`src/rtl/core/plm_pkg.sv`:
```
`timescale 1ns / 1ps
`default_nettype none

package plm_pkg;

    // timestamp table
    localparam int TABLE_DEPTH = 1024;
    localparam int ADDR_W      = $clog2(TABLE_DEPTH);
    localparam int TIME_W      = 48;
    localparam int ENTRY_W     = TIME_W + 1;

    // field widths
    localparam int MODE_W    = 3;
    localparam int TAG_W     = 10;
    localparam int NOW_W     = 48;
    localparam int DELAY_W   = 32;
    localparam int REMOVED_W = 11;
    localparam int COUNT_W   = 32;
    localparam int SUM_W     = 64;

    localparam logic [REMOVED_W-1:0] REMOVED_MAX = '1;
    localparam logic [NOW_W-1:0]     AGING_RESET = NOW_W'(1000000);

    // stream packing
    localparam int S_TDATA_W = 64;
    localparam int M_TDATA_W = 272;

    localparam int OFS_DELAY   = 0;
    localparam int OFS_REMOVED = OFS_DELAY + DELAY_W;
    localparam int OFS_COUNT   = OFS_REMOVED + REMOVED_W;
    localparam int OFS_SUM     = OFS_COUNT + COUNT_W;
    localparam int OFS_SQSUM   = OFS_SUM + SUM_W;
    localparam int OFS_MIN     = OFS_SQSUM + SUM_W;
    localparam int OFS_MAX     = OFS_MIN + DELAY_W;
    localparam int OUT_USED_W  = OFS_MAX + DELAY_W;

    typedef enum logic [MODE_W-1:0] {
        MODE_INGRESS   = 3'd0,
        MODE_EGRESS    = 3'd1,
        MODE_SWEEP     = 3'd2,
        MODE_CLR_STATS = 3'd3,
        MODE_CLR_TABLE = 3'd4
    } t_mode;

    // controller to datapath
    typedef struct packed {
        logic capture;
        logic sweep_all;
        logic ingress_wr;
        logic evict;
        logic accum;
        logic sqsum;
        logic stats_clr;
        logic scan_clr;
        logic scan_rd;
        logic init_wr;
        logic out_load;
    } t_plm_cmd;

    // datapath to controller
    typedef struct packed {
        logic early;
        logic hit;
        logic scan_last;
        logic out_free;
    } t_plm_sts;

endpackage

`default_nettype wire

```
`src/rtl/core/plm_ctrl.sv`:
```
`timescale 1ns / 1ps
`default_nettype none

module plm_ctrl (
    input  wire                    i_clk,
    input  wire                    i_rst_n,
    input  wire                    i_s_tvalid,
    input  wire [plm_pkg::MODE_W-1:0] i_mode,
    output logic                   o_s_tready,
    input  plm_pkg::t_plm_sts      i_sts,
    output plm_pkg::t_plm_cmd      o_cmd
);
    import plm_pkg::*;

    typedef enum logic [8:0] {
        S_INIT       = 9'b000000001,
        S_IDLE       = 9'b000000010,
        S_DELAY      = 9'b000000100,
        S_ACCUM      = 9'b000001000,
        S_SQSUM      = 9'b000010000,
        S_SWEEP      = 9'b000100000,
        S_SWEEP_TAIL = 9'b001000000,
        S_RESP       = 9'b010000000,
        S_SPARE      = 9'b100000000
    } t_state;

    t_state r_state, n_state;
    logic   accept;

    assign o_s_tready = (r_state == S_IDLE);
    assign accept     = i_s_tvalid && o_s_tready;

    always_ff @(posedge i_clk) begin
        if (!i_rst_n) begin
            r_state <= S_INIT;
        end else begin
            r_state <= n_state;
        end
    end

    always_comb begin
        n_state = r_state;
        o_cmd   = '0;
        unique case (r_state)
            S_INIT: begin
                // clearing pass over the valid bits after reset
                o_cmd.init_wr = 1'b1;
                if (i_sts.scan_last) begin
                    n_state = S_IDLE;
                end
            end
            S_IDLE: begin
                if (accept) begin
                    o_cmd.capture   = 1'b1;
                    o_cmd.sweep_all = (i_mode == MODE_CLR_TABLE);
                    unique case (i_mode)
                        MODE_INGRESS: begin
                            o_cmd.ingress_wr = 1'b1;
                            n_state = S_RESP;
                        end
                        MODE_EGRESS: begin
                            n_state = S_DELAY;
                        end
                        MODE_SWEEP: begin
                            o_cmd.scan_clr = 1'b1;
                            n_state = i_sts.early ? S_RESP : S_SWEEP;
                        end
                        MODE_CLR_STATS: begin
                            o_cmd.stats_clr = 1'b1;
                            n_state = S_RESP;
                        end
                        MODE_CLR_TABLE: begin
                            o_cmd.scan_clr = 1'b1;
                            n_state = S_SWEEP;
                        end
                        default: begin
                            n_state = S_RESP;
                        end
                    endcase
                end
            end
            S_DELAY: begin
                o_cmd.evict = 1'b1;
                n_state = i_sts.hit ? S_ACCUM : S_RESP;
            end
            S_ACCUM: begin
                o_cmd.accum = 1'b1;
                n_state = S_SQSUM;
            end
            S_SQSUM: begin
                o_cmd.sqsum = 1'b1;
                n_state = S_RESP;
            end
            S_SWEEP: begin
                o_cmd.scan_rd = 1'b1;
                if (i_sts.scan_last) begin
                    n_state = S_SWEEP_TAIL;
                end
            end
            S_SWEEP_TAIL: begin
                // last entry read is judged this cycle
                n_state = S_RESP;
            end
            S_RESP: begin
                if (i_sts.out_free) begin
                    o_cmd.out_load = 1'b1;
                    n_state = S_IDLE;
                end
            end
            default: begin
                n_state = S_IDLE;
            end
        endcase
    end

endmodule

`default_nettype wire

```
`config.mk`:
```
export PLATFORM = sky130hd
export DESIGN_NAME = plm_ctrl
export DESIGN_NICKNAME = d
export VERILOG_FILES = /design/src/rtl/core/plm_pkg.sv /design/src/rtl/core/plm_ctrl.sv
export SDC_FILE = /design/constraint.sdc
export NUM_CORES = 1
export LEC_CHECK = 0
export ABC_AREA = 1
export BUFFER_PORTS_ARGS = -buffer_cell sky130_fd_sc_hd__buf_2
export CAP_MARGIN = 20
export CORE_UTILIZATION = 49
export DETAILED_ROUTE_END_ITERATION = 8
export PLACE_DENSITY_LB_ADDON = 0.25
export SYNTH_ARGS = -nofsm -noshare
export SYNTH_HDL_FRONTEND = slang
export SYNTH_SLANG_ARGS = --single-unit
```
`constraint.sdc`:
```
create_clock -name i_clk -period 1.5 [get_ports i_clk]
set_input_delay 0.3 -clock i_clk [delete_from_list [all_inputs] [get_ports i_clk]]
set_output_delay 0.3 -clock i_clk [all_outputs]
set_load 0.01 [all_outputs]
```
Yosys cells after proc, flatten, opt, wreduce, memory -nomap -nowiden
Cells that the tools add are included.

Output and inout port bits: 12. Word-level logic and storage cells: 44. Input port bits: 10. Register bits: 9.

Equality and inequality tests: 16. Reduce and logical (&&, ||, !) cells: 5. Mux-type cells: 22.

Operator list (number): $pmux 9 s7 (1); $mux 9 (4); $pmux 8 s3 (1); $mux 8 (2); $mux 1 (10); $eq 9x1->1 const B (1); $eq 9x2->1 const B (1); $eq 9x3->1 const B (1); $eq 9x4->1 const B (1); $eq 9x5->1 const B (1); $eq 9x6->1 const B (1); $eq 9x7->1 const B (1); $eq 9x8->1 const B (1); $eq 3x2->1 const B (2); $mux 3 (2); $ne 2x2->1 const B (3); $mux 2 (2); $reduce_and 4->1 (1); $reduce_or 2->1 (2); $eq 3x1->1 const B (1); $eq 3x3->1 const B (1); $logic_not 3->1 (1); $ne 2x1->1 const B (1); $logic_and 1x1->1 (1).

Depth between registers and ports, before layout
Word-level depth: 5. Depth in mapped cells: 10. Gate-level depth less buffers: 10.

Least setup slack after synthesis
Ideal clock, no wire load.

Path kind: register to output. Start: reg r_state[2]. End: out o_cmd[4] (netlist name). Data required time: 1.200 ns. Stages on the path, launching flop included: 6. Buffers on the path: 0. Data arrival time: 1.220 ns. Path slack: -0.020 ns. Cell sequence: dfxtp_1 -> nor2_4 -> nand3_1 -> nor2_4 -> nand2_2 -> nor4_1.

RTL lines: from (decl) (RTL line plm_ctrl.sv:27) `t_state r_state, n_state;`; from (signal assigned) (RTL line plm_ctrl.sv:37) `r_state <= n_state;`; to (decl) (RTL line plm_ctrl.sv:11) `output plm_pkg::t_plm_cmd o_cmd`.

==> reports/results.tsv <==
metric	value	unit
fmax	0.603	GHz
initial core utilization	53.7	%
final worst-path cycle share	111	%
Worst Hold Launch	i_rst_n	
mean post-synth cell area	6.15	um2
Setup crit end kind	output pin	
Post-DP HPWL	1.31	mm
Vias/cell	5.40	
Hold Path Depth	2	
IO Count	22	
CP max stage delay	0.33	ns
switching pwr	0.320	mW
Iter 0 DRT Violations	39	
Slew headroom	84.3	%
critical path data arrival time	1.36	ns
reg2reg end	r_state[7]$_SDFFE_PN0P_	
grt total ovfl	0	
drt first pass iters	4	
ys async rst share	0	%
Seq pwr share	31.4	%
Most flops, register	r_state	
setup ws final	-0.160	ns
Die ar.	1600	um2
P_int	0.489	mW
Synth cell types	20	
failing checks	negative setup slack	
Synth Register Bits	8	
final setup fails	10	
routed len/inst	13.0	um
Vias	912	
RD Place Congestion	0.843	
Setup Skew	0.00868	ns
top flop regs	r_state (8)	
switching share of power	39.6	%
# diodes	0	
Hold Slack	0.278	ns
CTS tree	done	
critical path class	register to output pin	
clock sinks	8	
Cells after Synth	115	
post-synth net total	125	
pre-CTS setup slack	0.0317	ns
total CTS buffers	3	
synthesized cell area	707	um2
Final Power	0.809	mW
PwrDens	788	nW/um2
final wirelength	2.20	mm
root buffer cell	clkbuf_4	
Ys Warns	0	
crit path cell chain	nor2_4 -> nand2_4 -> nor2_4 -> nand2_4 -> nor4_1 -> buf_2	
max FFs per register	8	
FF-to-FF path depth	13	
Clk Latency, worst-skew pair	0.26	ns
Clock H-tree levels	1	
worst vdd ir	0.527	mV
status	finished with violations	
Residual DRC	0	
Row Count	13	
final net count	166	
fillers	88	
flip-flop and latch area	169	um2
port bufs	21	
combinational power share	48.4	%
Die H	40.0	um
Slowest cell on crit path	dfxtp_2	
crit start category	register	
RSZ-0062 raised after global routing	yes	
initial antenna violation count	0	
CTS Buffer Depth	2	
EDFF count, synth	0	
die width	40.0	um
Core Area	1320	um2
vias in the first global route	742	
area grow syn2layout	45.1	%
Fin. Hold Viols	0	
required time worst endpoint	1.20	ns
Pleak	0.566	nW
Global Route Usage Sum	29.4	%
layout cells sized above 1	49.4	%
pin count of the biggest net entering global routing	8	
Seq/Total Area, Yosys	22.7	%
cts hold-fix bufs	0	
clock transition at the registers of the reported paths	0.05	ns
min Tclk post-route	1.66	ns
Clock Power Share	20.2	%
Crit Reg-Reg Startpoint	r_state[4]$_SDFFE_PN0P_	
count of pins over their slew limit	0	
Hold WC Path Type	input pin to register	
post-route ant nets	0	
FF-to-FF setup slack	0.02	ns
max-cap viol count	0	
prevailing post-synth register cell	dfxtp_1	
first-pass GRT wire length	3.08	mm
hold path endpoint	r_state[0]$_SDFFE_PN1P_	
critical path peak fanout	5	
worst-margin pin slew	0.234	ns
area of the multi-input gates	499	um2
## cell type report
type	count	share of cell area (%)
multi-input cells	82	48.7
well taps	15	1.83
inverters	25	9.63
repair buffers	36	21.2
clock buffers	3	2.20
flip-flops and latches	8	16.5
## synthesized netlist by cell type (2+ instances only)
cell | count | area (um2)
dfxtp_1 | 8 | 160
inv_1 | 21 | 78.8
inv_2 | 2 | 7.51
inv_4 | 2 | 12.5
nand2_1 | 24 | 90.1
nand2_2 | 3 | 18.8
nand2_4 | 3 | 33.8
nand3_1 | 12 | 60.1
nand3_2 | 2 | 20.0
nand3_4 | 2 | 35.0
nor2_1 | 19 | 71.3
nor2_2 | 3 | 18.8
nor2_4 | 3 | 33.8
nor4_1 | 4 | 25.0
o21ai_0 | 2 | 10.0
## per-stage QoR
step | setup TNS, ns | area, um2 | std cells | utilization, %
2_1_floorplan | -0.0399 | 707 | 115 | -
3_3_place_gp | 0 | 853 | 154 | 64.8
3_5_place_dp | 0 | 853 | 154 | 64.8
4_1_cts | -0.533 | 990 | 168 | 75.1
5_1_grt | -1.51 | 1030 | 169 | 77.9
6_report | -0.903 | 1030 | 169 | 77.9
## worst max-delay path, delay by kind of cell (launching register included)
| kind | cells | cell delay, ns |
|---|---|---|
| buffers and inverters | 1 | 0.17 |
| flip-flops | 1 | 0.33 |
| AND/OR/NAND/NOR | 5 | 0.60 |
## layout by cell type, fill, tap and decap left out
master | synthesis | layout
nand3_1 | 12 | 11
inv_1 | 21 | 20
nand3_4 | 2 | 3
dfxtp_1 | 8 | 1
nand3_2 | 2 | 2
nor4_1 | 4 | 4
nor2_4 | 3 | 6
nand2_2 | 3 | 6
nor2_2 | 3 | 2
a21oi_2 | 1 | 2
buf_4 | 0 | 15
o21ai_0 | 2 | 2
dfxtp_2 | 0 | 7
inv_4 | 2 | 2
nor2_1 | 19 | 17
buf_2 | 0 | 21
clkbuf_4 | 0 | 3
nand2_4 | 3 | 4
and2_1 | 1 | 1
nor3_1 | 1 | 1
nand4_1 | 1 | 1
inv_2 | 2 | 3
nand2_1 | 24 | 20
## worst max path at each step
stage	end	slack (ns)	cells past startpoint	from
2_1_floorplan	o_cmd[4]	-0.02	5	r_state[2]$_SDFFE_PN0P_
3_3_place_gp	o_cmd[4]	0.08	6	r_state[2]$_SDFFE_PN0P_
3_5_place_dp	o_cmd[4]	0.03	6	r_state[2]$_SDFFE_PN0P_
4_1_cts	o_cmd[4]	-0.13	6	r_state[3]$_SDFFE_PN0P_
5_1_grt	o_cmd[8]	-0.21	6	r_state[6]$_SDFFE_PN0P_
6_report	o_cmd[4]	-0.16	6	r_state[6]$_SDFFE_PN0P_
## power groups by stage
stage               clock (mW)  sequential, mW  combinational (mW)
floorplan                    0           0.249               0.205
global placement             0           0.248               0.283
detailed placement           0           0.250               0.287
CTS                      0.161           0.252               0.355
global route             0.175           0.257               0.422
finish                   0.163           0.254               0.391
## routing by layer
metal | track usage, % | part of all wire (%) | wire (um) | vias to the layer above
met5 | 0 | 0 | 0 | -
met4 | 14.7 | 2.6 | 58 | 0
met3 | 3.33 | 6.6 | 146 | 11
met2 | 51.6 | 50 | 1100 | 55
met1 | 34.8 | 41 | 897 | 413
li1 | - | - | - | 433
## kinds of logic after synthesis
logic type,share of synthesized area (%)
buffers and inverters,14.0
AO/OA/AOI/OAI,3.36
AND/OR/NAND/NOR,60.0
flip-flops,22.7
## repair_timing
action	4_1_cts	5_1_grt
gates resized for setup	13	8
setup buffers	11	2
pin swaps	3	6
endpoints found under the setup margin	10	14
Note: power is estimated with default switching activity, not from simulation.
